<file path="src/sv/omni_wheel_drive_mixer_assert.svh">
// ----------------------------------------------------------------------------
// Assertion macros for the omni wheel drive mixer
// Concurrent checks used by the RTL file, clocked and reset-qualified.
// ----------------------------------------------------------------------------
`ifndef OMNI_WHEEL_DRIVE_MIXER_ASSERT_SVH
`define OMNI_WHEEL_DRIVE_MIXER_ASSERT_SVH

// The consequent must hold in the same cycle as the antecedent.
`define OWDM_ASSERT_IMPL(lbl, clk_i, rst_ni, ante, cons) \
	lbl: assert property (@(posedge clk_i) disable iff (!(rst_ni)) (ante) |-> (cons)) \
		else $error("omni wheel drive mixer assertion failed");

// The consequent must hold a fixed number of cycles after the antecedent.
`define OWDM_ASSERT_AFTER(lbl, clk_i, rst_ni, ante, dly, cons) \
	lbl: assert property (@(posedge clk_i) disable iff (!(rst_ni)) \
		(ante) |-> ##(dly) (cons)) \
		else $error("omni wheel drive mixer assertion failed");

`endif

</file>
<file path="src/sv/owdm_pkg.sv">
// ----------------------------------------------------------------------------
// Omni wheel drive mixer package
// Direction codes, pipeline side-band types and the sine table generator.
// ----------------------------------------------------------------------------
package owdm_pkg;

	localparam logic [1:0] DIR_STOP    = 2'd0;
	localparam logic [1:0] DIR_FWD     = 2'd1;
	localparam logic [1:0] DIR_REV     = 2'd2;
	localparam logic [1:0] DIR_INVALID = 2'd3;

	localparam logic [63:0] PI_Q30  = 64'd3373259426;
	localparam logic [63:0] ONE_Q30 = 64'd1073741824;

	typedef struct packed {
		logic       neg;
		logic [6:0] idx;
	} sidx_t;

	typedef struct packed {
		logic       swap;
		logic       neg_s;
		logic       neg_c;
		logic [8:0] ap;
		logic [8:0] spin;
	} side_t;

	typedef struct packed {
		logic [7:0] duty;
		logic [1:0] dir;
	} wheel_t;

	// Quarter-wave sine entry for k degrees, built from a Taylor series in Q2.30
	// and rounded to the requested number of fraction bits.
	function automatic logic [63:0] rom_sine(input int unsigned k, input int unsigned frac);
		logic [63:0] x;
		logic [63:0] x2;
		logic [63:0] term;
		logic [63:0] acc;
		int unsigned sh;
		x    = (64'(k) * PI_Q30) / 64'd180;
		x2   = (x * x) >> 30;
		term = x;
		acc  = x;
		term = ((term * x2) >> 30) / 64'd6;
		acc  = acc - term;
		term = ((term * x2) >> 30) / 64'd20;
		acc  = acc + term;
		term = ((term * x2) >> 30) / 64'd42;
		acc  = acc - term;
		term = ((term * x2) >> 30) / 64'd72;
		acc  = acc + term;
		term = ((term * x2) >> 30) / 64'd110;
		acc  = acc - term;
		term = ((term * x2) >> 30) / 64'd156;
		acc  = acc + term;
		term = ((term * x2) >> 30) / 64'd210;
		acc  = acc - term;
		if (acc > ONE_Q30) begin
			acc = ONE_Q30;
		end
		sh = 30 - frac;
		return (acc + (64'd1 << (sh - 1))) >> sh;
	endfunction

	// Maps a whole angle 0..359 onto a table index and a sign.
	function automatic sidx_t sine_index(input logic [8:0] t);
		sidx_t      res;
		logic [1:0] q;
		logic [8:0] r;
		if (t < 9'd90) begin
			q = 2'd0;
			r = t;
		end else if (t < 9'd180) begin
			q = 2'd1;
			r = t - 9'd90;
		end else if (t < 9'd270) begin
			q = 2'd2;
			r = t - 9'd180;
		end else begin
			q = 2'd3;
			r = t - 9'd270;
		end
		res.neg = q[1];
		res.idx = q[0] ? 7'(9'd90 - r) : r[6:0];
		return res;
	endfunction

endpackage

</file>
<file path="src/sv/omni_wheel_drive_mixer.sv">
// ----------------------------------------------------------------------------
// Omni wheel drive mixer
// Kinematic mixer for a four-wheel X omni base: heading, drive power and spin
// power in, a PWM duty and a direction for each wheel out.
// ----------------------------------------------------------------------------
// A request is taken at a rising clock edge with start high and busy low. The
// block is a pipeline with no stall, so busy is low at all times except for
// the first cycle after reset, and a new request may come in every cycle.
// Each result appears on the duty and dir ports for exactly one cycle with
// done high; the receiver must take it then.
// Most stages form the restoring divider that rescales the smaller wheel term,
// one quotient bit per stage over FRAC_BITS + 9 stages; four stages come
// before it (heading reduction, quadrant decode, sine table, product) and
// two after it (spin add, clamp). Throughput is one request per cycle.
// Reset clears every valid bit, so no result comes out of stale data.
// ----------------------------------------------------------------------------
`include "omni_wheel_drive_mixer_assert.svh"

module omni_wheel_drive_mixer #(
	parameter int FRAC_BITS = 16,
	parameter int DUTY_MAX  = 255
) (
	input  logic              clk,
	input  logic              arst_n,
	input  logic              start,
	output logic              busy,
	input  logic [8:0]        heading_deg,
	input  logic signed [8:0] drive_power,
	input  logic signed [8:0] spin_power,
	output logic              done,
	output logic [7:0]        duty_back_right,
	output logic [1:0]        dir_back_right,
	output logic [7:0]        duty_front_right,
	output logic [1:0]        dir_front_right,
	output logic [7:0]        duty_front_left,
	output logic [1:0]        dir_front_left,
	output logic [7:0]        duty_back_left,
	output logic [1:0]        dir_back_left
);

	localparam int RW      = FRAC_BITS + 1;
	localparam int PW      = RW + 9;
	localparam int QW      = FRAC_BITS + 9;
	localparam int SW      = FRAC_BITS + 11;
	localparam int MW      = SW - FRAC_BITS;
	localparam int CW      = 13;
	localparam int LATENCY = QW + 6;

	logic busy_q;
	logic accept;

	logic [RW-1:0] sine_rom [0:90];

	logic       vld_s1;
	logic [8:0] t_s1;
	logic [8:0] ap_s1;
	logic [8:0] spin_s1;

	logic              vld_s2;
	owdm_pkg::sidx_t   si_s2;
	owdm_pkg::sidx_t   ci_s2;
	logic [8:0]        ap_s2;
	logic [8:0]        spin_s2;

	logic              vld_s3;
	logic [RW-1:0]     mx_s3;
	logic [RW-1:0]     mn_s3;
	owdm_pkg::side_t   side_s3;

	logic              vld_s4;
	logic [PW-1:0]     prod_s4;
	logic [RW-1:0]     mx_s4;
	owdm_pkg::side_t   side_s4;

	logic              dv_vld_s5  [1:QW];
	logic [RW-1:0]     dv_rem_s5  [1:QW];
	logic [QW-1:0]     dv_num_s5  [1:QW];
	logic [QW-1:0]     dv_quo_s5  [1:QW];
	logic [RW-1:0]     dv_mx_s5   [1:QW];
	owdm_pkg::side_t   dv_side_s5 [1:QW];

	logic                 vld_s6;
	logic signed [SW-1:0] sum_br_s6;
	logic signed [SW-1:0] sum_fr_s6;
	logic signed [SW-1:0] sum_fl_s6;
	logic signed [SW-1:0] sum_bl_s6;

	logic             vld_s7;
	owdm_pkg::wheel_t br_s7;
	owdm_pkg::wheel_t fr_s7;
	owdm_pkg::wheel_t fl_s7;
	owdm_pkg::wheel_t bl_s7;

	logic [8:0]       h_red;
	logic [8:0]       t_raw;
	logic [8:0]       t_in;
	logic [8:0]       ap_in;
	logic [8:0]       tc;
	logic [RW-1:0]    as_v;
	logic [RW-1:0]    ac_v;
	owdm_pkg::side_t  side_in;

	logic [QW-1:0]        q_full;
	logic [QW-1:0]        qa;
	logic [QW-1:0]        qc;
	logic signed [SW-1:0] a_q;
	logic signed [SW-1:0] c_q;
	logic signed [SW-1:0] rot_q;

	logic dir_legal;

	function automatic owdm_pkg::wheel_t wheel_out(input logic signed [SW-1:0] sum);
		owdm_pkg::wheel_t res;
		logic             neg;
		logic [SW-1:0]    mag_full;
		logic [MW-1:0]    mag;
		logic [CW-1:0]    mag_c;
		neg      = sum[SW-1];
		mag_full = neg ? SW'(-sum) : SW'(sum);
		mag      = mag_full[SW-1:FRAC_BITS];
		mag_c    = CW'(mag);
		if (mag_c > CW'(DUTY_MAX)) begin
			mag_c = CW'(DUTY_MAX);
		end
		res.duty = mag_c[7:0];
		if (mag_c == '0) begin
			res.dir = owdm_pkg::DIR_STOP;
		end else if (neg) begin
			res.dir = owdm_pkg::DIR_REV;
		end else begin
			res.dir = owdm_pkg::DIR_FWD;
		end
		return res;
	endfunction

	for (genvar k = 0; k <= 90; k++) begin : g_rom
		localparam logic [RW-1:0] SINE_K = RW'(owdm_pkg::rom_sine(k, FRAC_BITS));
		assign sine_rom[k] = SINE_K;
	end

	assign accept = start && !busy_q;
	assign busy   = busy_q;

	always_ff @(posedge clk or negedge arst_n) begin
		if (!arst_n) begin
			busy_q <= 1'b1;
		end else begin
			busy_q <= 1'b0;
		end
	end

	// Stage 1: heading reduction, the mirrored angle and the drive magnitude.
	always_comb begin
		h_red = (heading_deg >= 9'd360) ? heading_deg - 9'd360 : heading_deg;
		t_raw = 9'd405 - h_red;
		t_in  = (t_raw >= 9'd360) ? t_raw - 9'd360 : t_raw;
		ap_in = drive_power[8] ? (~drive_power + 9'd1) : drive_power;
	end

	always_ff @(posedge clk or negedge arst_n) begin
		if (!arst_n) begin
			vld_s1 <= 1'b0;
		end else begin
			vld_s1 <= accept;
		end
	end

	always_ff @(posedge clk) begin
		t_s1    <= t_in;
		ap_s1   <= ap_in;
		spin_s1 <= spin_power;
	end

	// Stage 2: quadrant decode for sine and cosine.
	assign tc = (t_s1 >= 9'd270) ? t_s1 - 9'd270 : t_s1 + 9'd90;

	always_ff @(posedge clk or negedge arst_n) begin
		if (!arst_n) begin
			vld_s2 <= 1'b0;
		end else begin
			vld_s2 <= vld_s1;
		end
	end

	always_ff @(posedge clk) begin
		si_s2   <= owdm_pkg::sine_index(t_s1);
		ci_s2   <= owdm_pkg::sine_index(tc);
		ap_s2   <= ap_s1;
		spin_s2 <= spin_s1;
	end

	// Stage 3: table lookup and ordering of the two magnitudes.
	always_comb begin
		as_v          = sine_rom[si_s2.idx];
		ac_v          = sine_rom[ci_s2.idx];
		side_in.swap  = as_v > ac_v;
		side_in.neg_s = si_s2.neg;
		side_in.neg_c = ci_s2.neg;
		side_in.ap    = ap_s2;
		side_in.spin  = spin_s2;
	end

	always_ff @(posedge clk or negedge arst_n) begin
		if (!arst_n) begin
			vld_s3 <= 1'b0;
		end else begin
			vld_s3 <= vld_s2;
		end
	end

	always_ff @(posedge clk) begin
		mx_s3   <= side_in.swap ? as_v : ac_v;
		mn_s3   <= side_in.swap ? ac_v : as_v;
		side_s3 <= side_in;
	end

	// Stage 4: power times the smaller magnitude.
	always_ff @(posedge clk or negedge arst_n) begin
		if (!arst_n) begin
			vld_s4 <= 1'b0;
		end else begin
			vld_s4 <= vld_s3;
		end
	end

	always_ff @(posedge clk) begin
		prod_s4 <= PW'(side_s3.ap) * PW'(mn_s3);
		mx_s4   <= mx_s3;
		side_s4 <= side_s3;
	end

	// Stage 5: restoring divider, one quotient bit per step. The upper part of
	// the dividend is already below the divisor, so it seeds the remainder.
	for (genvar j = 1; j <= QW; j++) begin : g_div
		logic            vld_in;
		logic [RW-1:0]   rem_in;
		logic [QW-1:0]   num_in;
		logic [QW-1:0]   quo_in;
		logic [RW-1:0]   mx_in;
		owdm_pkg::side_t side_d;
		logic [RW:0]     trial;
		logic            ge;

		if (j == 1) begin : g_first
			assign vld_in = vld_s4;
			assign rem_in = prod_s4[PW-1:9];
			assign num_in = {prod_s4[8:0], {FRAC_BITS{1'b0}}};
			assign quo_in = '0;
			assign mx_in  = mx_s4;
			assign side_d = side_s4;
		end else begin : g_next
			assign vld_in = dv_vld_s5[j-1];
			assign rem_in = dv_rem_s5[j-1];
			assign num_in = dv_num_s5[j-1];
			assign quo_in = dv_quo_s5[j-1];
			assign mx_in  = dv_mx_s5[j-1];
			assign side_d = dv_side_s5[j-1];
		end

		assign trial = {rem_in, num_in[QW-1]};
		assign ge    = trial >= {1'b0, mx_in};

		always_ff @(posedge clk or negedge arst_n) begin
			if (!arst_n) begin
				dv_vld_s5[j] <= 1'b0;
			end else begin
				dv_vld_s5[j] <= vld_in;
			end
		end

		always_ff @(posedge clk) begin
			dv_rem_s5[j]  <= ge ? RW'(trial - {1'b0, mx_in}) : RW'(trial);
			dv_num_s5[j]  <= {num_in[QW-2:0], 1'b0};
			dv_quo_s5[j]  <= {quo_in[QW-2:0], ge};
			dv_mx_s5[j]   <= mx_in;
			dv_side_s5[j] <= side_d;
		end
	end

	// Stage 6: signs, spin add.
	always_comb begin
		q_full = {dv_side_s5[QW].ap, {FRAC_BITS{1'b0}}};
		qa     = dv_side_s5[QW].swap ? dv_quo_s5[QW] : q_full;
		qc     = dv_side_s5[QW].swap ? q_full : dv_quo_s5[QW];
		a_q    = dv_side_s5[QW].neg_c ? -$signed({2'b00, qa}) : $signed({2'b00, qa});
		c_q    = dv_side_s5[QW].neg_s ? -$signed({2'b00, qc}) : $signed({2'b00, qc});
		rot_q  = SW'($signed({dv_side_s5[QW].spin, {FRAC_BITS{1'b0}}}));
	end

	always_ff @(posedge clk or negedge arst_n) begin
		if (!arst_n) begin
			vld_s6 <= 1'b0;
		end else begin
			vld_s6 <= dv_vld_s5[QW];
		end
	end

	always_ff @(posedge clk) begin
		sum_br_s6 <= a_q + rot_q;
		sum_fr_s6 <= rot_q - c_q;
		sum_fl_s6 <= c_q + rot_q;
		sum_bl_s6 <= rot_q - a_q;
	end

	// Stage 7: truncation, clamp and direction.
	always_ff @(posedge clk or negedge arst_n) begin
		if (!arst_n) begin
			vld_s7 <= 1'b0;
		end else begin
			vld_s7 <= vld_s6;
		end
	end

	always_ff @(posedge clk) begin
		br_s7 <= wheel_out(sum_br_s6);
		fr_s7 <= wheel_out(sum_fr_s6);
		fl_s7 <= wheel_out(sum_fl_s6);
		bl_s7 <= wheel_out(sum_bl_s6);
	end

	assign done             = vld_s7;
	assign duty_back_right  = br_s7.duty;
	assign dir_back_right   = br_s7.dir;
	assign duty_front_right = fr_s7.duty;
	assign dir_front_right  = fr_s7.dir;
	assign duty_front_left  = fl_s7.duty;
	assign dir_front_left   = fl_s7.dir;
	assign duty_back_left   = bl_s7.duty;
	assign dir_back_left    = bl_s7.dir;

	assign dir_legal = (dir_back_right != owdm_pkg::DIR_INVALID)
		&& (dir_front_right != owdm_pkg::DIR_INVALID)
		&& (dir_front_left != owdm_pkg::DIR_INVALID)
		&& (dir_back_left != owdm_pkg::DIR_INVALID);

	`OWDM_ASSERT_AFTER(a_req_gives_result, clk, arst_n, start && !busy, LATENCY, done)
	`OWDM_ASSERT_IMPL(a_result_has_req, clk, arst_n, done, $past(start && !busy, LATENCY))
	`OWDM_ASSERT_IMPL(a_dir_legal, clk, arst_n, done, dir_legal)

endmodule
</file>
<file path="config.mk">
export PLATFORM = sky130hd
export DESIGN_NAME = omni_wheel_drive_mixer
export DESIGN_NICKNAME = d
export VERILOG_FILES = /design/src/sv/owdm_pkg.sv /design/src/sv/omni_wheel_drive_mixer.sv
export VERILOG_INCLUDE_DIRS = /design/src /design/src/sv
export SDC_FILE = /design/constraint.sdc
export NUM_CORES = 2
export LEC_CHECK = 0
export BUFFER_PORTS_ARGS = -buffer_cell sky130_fd_sc_hd__buf_2
export CORE_MARGIN = 2
export CORE_UTILIZATION = 50
export CTS_CLUSTER_DIAMETER = 40
export DETAILED_ROUTE_END_ITERATION = 7
export PLACE_DENSITY_LB_ADDON = 0.2
export SLEW_MARGIN = 15
export SYNTH_ARGS = -nofsm -noshare
export SYNTH_HDL_FRONTEND = slang
export SYNTH_SLANG_ARGS = --single-unit
</file>
<file path="constraint.sdc">
create_clock -name clk -period 7.55 [get_ports clk]
set_input_delay 1.51 -clock clk [delete_from_list [all_inputs] [get_ports clk]]
set_output_delay 1.51 -clock clk [all_outputs]
set_load 0.01 [all_outputs]
</file>
# After elaboration in Yosys (flattened, before gate mapping)
# Memory sizes are Yosys's and may differ from the RTL's.
# Cells that the tools add are included.
# classes
n_mux	65
bitwise_logic	3
n_reduce_logical	8
n_lt_le_gt_ge	41
add_sub_neg	48
multipliers	1
# op_table
cell	n
$mux 17	31
$ge 18x17->1	25
$sub 17x17->17	25
$mux 27	6
$neg 27->27	4
$mux 7	8
$add 27x25->27	2
$neg 25->27	2
$sub 25x27->27	2
$logic_not 13->1	4
$mux 25	2
$gt 11x8->1 const B	4
$mux 11	4
$ge 9x9->1 const B	3
$mux 9	3
$sub 9x9->9 const B	3
$mul 9x17->26	1
$lt 9x7->1 const B	2
$lt 9x8->1 const B	2
$lt 9x9->1 const B	2
$gt 17x17->1	1
$ge 8x8->1 const B	2
$not 7->8	2
$sub 7x6->7 const B	2
other kinds (13)	24
# word_totals
memories	7
input_bits	30
mem_bits_ro	4352
output_inout_bits	42
regBits	360
ram_bits	2600
# mem_list
name	words	width	rd	rd_clocked_by_memory_dff	wr	line_no	text
(no name shown)	128	17	1	0	0	omni_wheel_drive_mixer.sv:195	ac_v = sine_rom[ci_s2.idx];
(no name shown)	128	17	1	0	0	omni_wheel_drive_mixer.sv:194	as_v = sine_rom[si_s2.idx];
dv_quo_s5	25	25	25	0	25	omni_wheel_drive_mixer.sv:78	logic [QW-1:0] dv_quo_s5 [1:QW];
dv_num_s5	25	24	24	0	25	omni_wheel_drive_mixer.sv:77	logic [QW-1:0] dv_num_s5 [1:QW];
dv_side_s5	25	21	25	0	25	omni_wheel_drive_mixer.sv:80	owdm_pkg::side_t dv_side_s5 [1:QW];
dv_mx_s5	25	17	24	0	25	omni_wheel_drive_mixer.sv:79	logic [RW-1:0] dv_mx_s5 [1:QW];
1 more memories	--	--	--	--	--	--	

# Depth between registers and ports, before layout
# depth
word_depth	8
mapped_depth	27
mapped_depth_nobuf	21

# Least setup slack after synthesis
# Ideal clock, no wire load.
# synth_path
path_type	reg-to-reg
startpoint	register, netlist name dv_side_s5[0][545]
endpoint	register sum_bl_s6[26]
arrival_time_ps	5502
stages_incl_launch_ff	27
slack_ps	1923
required_time_ps	7425
path_buffers	10
cell_sequence	dfxtp_1 > clkbuf_1 > buf_2 > buf_2 > buf_2 > clkbuf_1 > buf_2 > buf_1 > clkbuf_1 > clkbuf_1 > nand2_1 > ha_1 > nand2_1 > o21ai_0 > xor2_1 > ha_1 > clkbuf_1 > inv_1 > a21oi_1 > o21bai_1 > a221o_1 > a21o_1 > a41oi_1 > o31a_1 > o21bai_1 > a21oi_1 > xnor2_1
# synth_lines
item	line_no	text
end signal: assignment	omni_wheel_drive_mixer.sv:302	sum_bl_s6 <= rot_q - a_q;
end: declaration	omni_wheel_drive_mixer.sv:86	logic signed [SW-1:0] sum_bl_s6;

# Worst setup path after layout
# layout_path
startpoint	register side_s3[11] (netlist name)
endpoint	register prod_s4[21]
# layout_between
elab_chain_cells	1
# layout_lines
item	line_no	text
start: declaration	omni_wheel_drive_mixer.sv:68	owdm_pkg::side_t side_s3;
start signal: assignment	omni_wheel_drive_mixer.sv:214	side_s3 <= side_in;
$mul 9x17->26	omni_wheel_drive_mixer.sv:227	prod_s4 <= PW'(side_s3.ap) * PW'(mn_s3);
end signal: assignment	omni_wheel_drive_mixer.sv:227	
end: declaration	omni_wheel_drive_mixer.sv:71	logic [PW-1:0] prod_s4;
# Every way passes these cells.
# A chain may end at the register's enable or synchronous reset.

==> summary.md <==
| Metric | Value |
|---|---|
| Status | `finished, final reports clean` |
| Post-synthesis sequential area ratio | `50.5%` |
| Finished Cell Area | `0.0943 mm^2` |
| Nets | `9122` |
| CP Launch Type | `register` |
| Wire length per cell | `16.4 um` |
| Post-synth EDFFs | `0` |
| Final Hold Fails | `0` |
| CP required | `8.36 ns` |
| Vias in the first global route | `56.2k` |
| Dpl cell area | `0.0847 mm^2` |
| Mapped Nets | `8941` |
| Crit path max fanout | `18` |
| Setup violations, final | `0` |
| RSZ-0062 raised after global routing | `false` |
| Post-synthesis adder-cell area fraction | `12.2%` |
| Total track usage | `21.1%` |
| Worst setup EP type | `register` |
| Achievable Freq | `174 MHz` |
| Final ANT Viol Nets | `0` |
| First-pass GRT wire length | `288 mm` |
| Avg Cell Area, Syn | `10.0 um^2` |
| Max incr delay on CP | `0.76 ns` |
| Simple-gate share of the synthesized area | `11.4%` |
| IO Pins | `72` |
| Postcts setup bufs | `0` |
| Die Outline Area | `0.167 mm^2` |
| DRT iter0 DRCs | `3367` |
| Clk root buf | `clkbuf_16` |
| Tcrit/Tclk final | `76.0%` |
| Slew Viols, Final | `0` |
| CP Class | `reg -> reg` |
| WHS Path Cells | `0` |
| Critical path data arrival time | `6.55 ns` |
| Hold-fix buffers, CTS | `0` |
| Ys flop type | `dfxtp_1` |
| Hold Crit Endpoint | `dv_quo_s5[0][503]` |
| Complex-gate fraction of the synthesized area | `13.5%` |
| Post-DP HPWL | `131 mm` |
| Post-route DRC | `0` |
| FF-to-FF End | `prod_s4[21]` |
| Syn Inst Count | `8193` |
| XOR/XNOR Fraction of Synth Area | `4.81%` |
| Clock-pin slew on the worst setup and hold paths | `0.06 ns` |
| CTS tree | `built` |
| Async set or reset register ratio after synthesis | `1.55%` |
| Largest family of logic cells by synthesized area | `compound AO/OA/AOI/OAI gates` |
| Via Count | `56.3k` |
| Max Cap Viol | `0` |
| CTS Buf Count | `290` |
| Clock buffer depth | `4` |
| Warnings, synthesis | `0` |
| Initial Util | `50.3%` |
| PostCTS Resize Cnt | `0` |
| GRT overflow | `0` |
| Reg-to-Reg Start | `side_s3[11]` |
| Via density | `5.23` |
| Number of antenna violations at the first check in global routing | `5` |
| Detailed Routing Iterations Pass 1 | `5` |
| R2r setup slk | `1.81 ns` |
| Chip width | `409 um` |
| Synth unique cells | `95` |
| Hold Slack | `0.294 ns` |
| Worst-Skew Late Latency | `0.91 ns` |
| Final setup skew | `0.0565 ns` |
| Core area | `0.163 mm^2` |
| FF+latch count, synth | `2059` |
| Area delta synth->final | `15.2%` |
| PortBufs | `71` |
| Worst Hold Class | `reg -> reg` |
| Die Height | `409 um` |
| Crit path time final | `5.74 ns` |
| Hold_sp | `dv_quo_s5[0][477]` |
| Synth Cell Area | `0.0819 mm^2` |
| CP max stage cell | `dfxtp_1` |
| Cells along the critical path | `nand2_1, fa_1, inv_1, fa_1, ha_1, inv_1, fa_1, inv_1, ha_1, a21o_1, a21oi_1, o211a_1, o21ai_0, a2111oi_0, o41a_1, o21ai_0, a21o_1, a21oi_1, xnor2_1` |
| Core Util, Final | `58.0%` |
| Max-Slew Margin vs Limit | `22.8%` |
| Multiplexer share of the synthesized area | `2.59%` |
| R2R depth | `19` |
| Sum Neg Setup Slack | `0 ns` |
| Fillers | `13.8k` |
| Total Wirelength | `177 mm` |
| GPL Wtd Cong | `0.875` |
| Worst-Margin Slew | `1.16 ns` |
| Layout cells sized above 1 | `9.18%` |
| Maximum number of pins on one net before global-route repair | `80` |
| CTS Sinks | `2059` |
| H-tree depth | `5` |
| Num rows | `148` |
## placed cells by master, fill, tap and decap left out, types with 126 or more instances in the layout
cell,count
nand2_1,701
ha_1,586
xnor2_1,247
nor3_1,126
fa_1,132
inv_1,843
o21ai_0,479
a21oi_1,397
dfxtp_1,2021
o31ai_1,141
clkbuf_16,296
nor2_1,455
xor2_1,203
## worst max path at each step
stage | startpoint | to | slack (ns) | cells past startpoint
floorplan | dv_side_s5[0][545] | sum_bl_s6[26] | 1.92 | 26
global placement | side_s3[11] | prod_s4[21] | 1.84 | 19
detailed placement | side_s3[17] | prod_s4[21] | 1.81 | 18
CTS | side_s3[11] | prod_s4[21] | 1.81 | 19
global route | side_s3[11] | prod_s4[21] | 1.37 | 19
finish | side_s3[11] | prod_s4[21] | 1.81 | 19
## cell usage after synthesis (20+ instances only)
library cell | n | area [um^2]
xor2_1 | 203 | 1780
mux2i_1 | 72 | 721
o31ai_1 | 141 | 1060
or3_1 | 41 | 257
nand4_1 | 73 | 457
nor3_1 | 126 | 631
and3_1 | 24 | 150
a211oi_1 | 48 | 360
clkbuf_1 | 188 | 706
inv_1 | 843 | 3160
nand2_1 | 701 | 2630
a21oi_1 | 399 | 2000
nor3b_1 | 20 | 150
a21boi_0 | 77 | 578
or2_2 | 26 | 163
a31oi_1 | 60 | 375
o41ai_1 | 24 | 210
and2_1 | 118 | 738
a221oi_1 | 23 | 201
a21o_1 | 114 | 856
nor4_1 | 53 | 332
mux2_2 | 111 | 1250
o21bai_1 | 25 | 188
a41oi_1 | 21 | 184
o21a_1 | 51 | 383
ha_1 | 586 | 7330
xnor2_1 | 247 | 2160
nor2b_1 | 107 | 669
nand3_1 | 100 | 500
nand2b_1 | 70 | 438
o21ai_0 | 479 | 2400
nor2_1 | 456 | 1710
dfxtp_1 | 2027 | 40600
dfrtp_1 | 31 | 776
buf_1 | 23 | 86.3
fa_1 | 132 | 2640
o211ai_1 | 35 | 263
## metrics by stage
| stage | setup WS, ns | instances |
|---|---|---|
| floorplan | 1.92 | 8193 |
| global placement | 1.84 | 10300 |
| detailed placement | 1.81 | 10300 |
| CTS | 1.81 | 10700 |
| global route | 1.37 | 10800 |
| finish | 1.81 | 10800 |
## final cells by class
type                       instances  area [um^2]  share of cell area (%)
clock buffer                     350         7850                    8.32
antenna                            5         12.5                  0.0133
multi-input combinational       5053        36700                    38.9
inverter                         850         3190                    3.38
tap                             2175         2720                    2.88
sequential                      2059        41400                    43.9
timing repair buffer             120          768                   0.814
clock inverter                   148         1710                    1.82
## registers in the layout, summed over array words and instances (netlist names), 21 cells and up
| signal | count |
|---|---|
| dv_side_s5 | 525 |
| dv_mx_s5 | 408 |
| dv_rem_s5 | 408 |
| dv_quo_s5 | 325 |
| dv_num_s5 | 36 |
| sum_br_s6 | 27 |
| sum_fr_s6 | 27 |
| prod_s4 | 26 |
| sum_bl_s6 | 26 |
| sum_fl_s6 | 26 |
| g_div.vld_in | 25 |
| g_div.side_d | 21 |
| side_s3 | 21 |
## routing by layer
layer,wire (um),global-route usage [%],share of wire (%),up-vias
li1,-,-,-,28300
met1,76700,25.8,43,26400
met2,85000,36.2,48,1234
met3,7760,3.79,4.4,380
met4,7040,9.00,4.0,0
met5,0,0,0,-
## kinds of logic after synthesis
family / count (synthesis)
AO/OA/AOI/OAI: 1720
multiplexers: 190
adder cells (fa/ha/maj): 718
buffers and inverters: 1081
flip-flops: 2059
XOR/XNOR: 450
AND/OR/NAND/NOR: 1974
other: 1
## worst max-delay path, delay by kind of cell (launching register included)
kind / cells / cell delay [ns]
AOI/OAI and AO/OA: 9 / 2.26
adders and majority gates: 5 / 2.18
DFF: 1 / 0.76
and+or+nand+nor: 1 / 0.17
buffers and inverters: 3 / 0.16
xor gates and xnor gates: 1 / 0.13
Power is left out: the tool's default activity adds up to more than one toggle a clock period on the data nets, which glitch-free logic cannot reach.
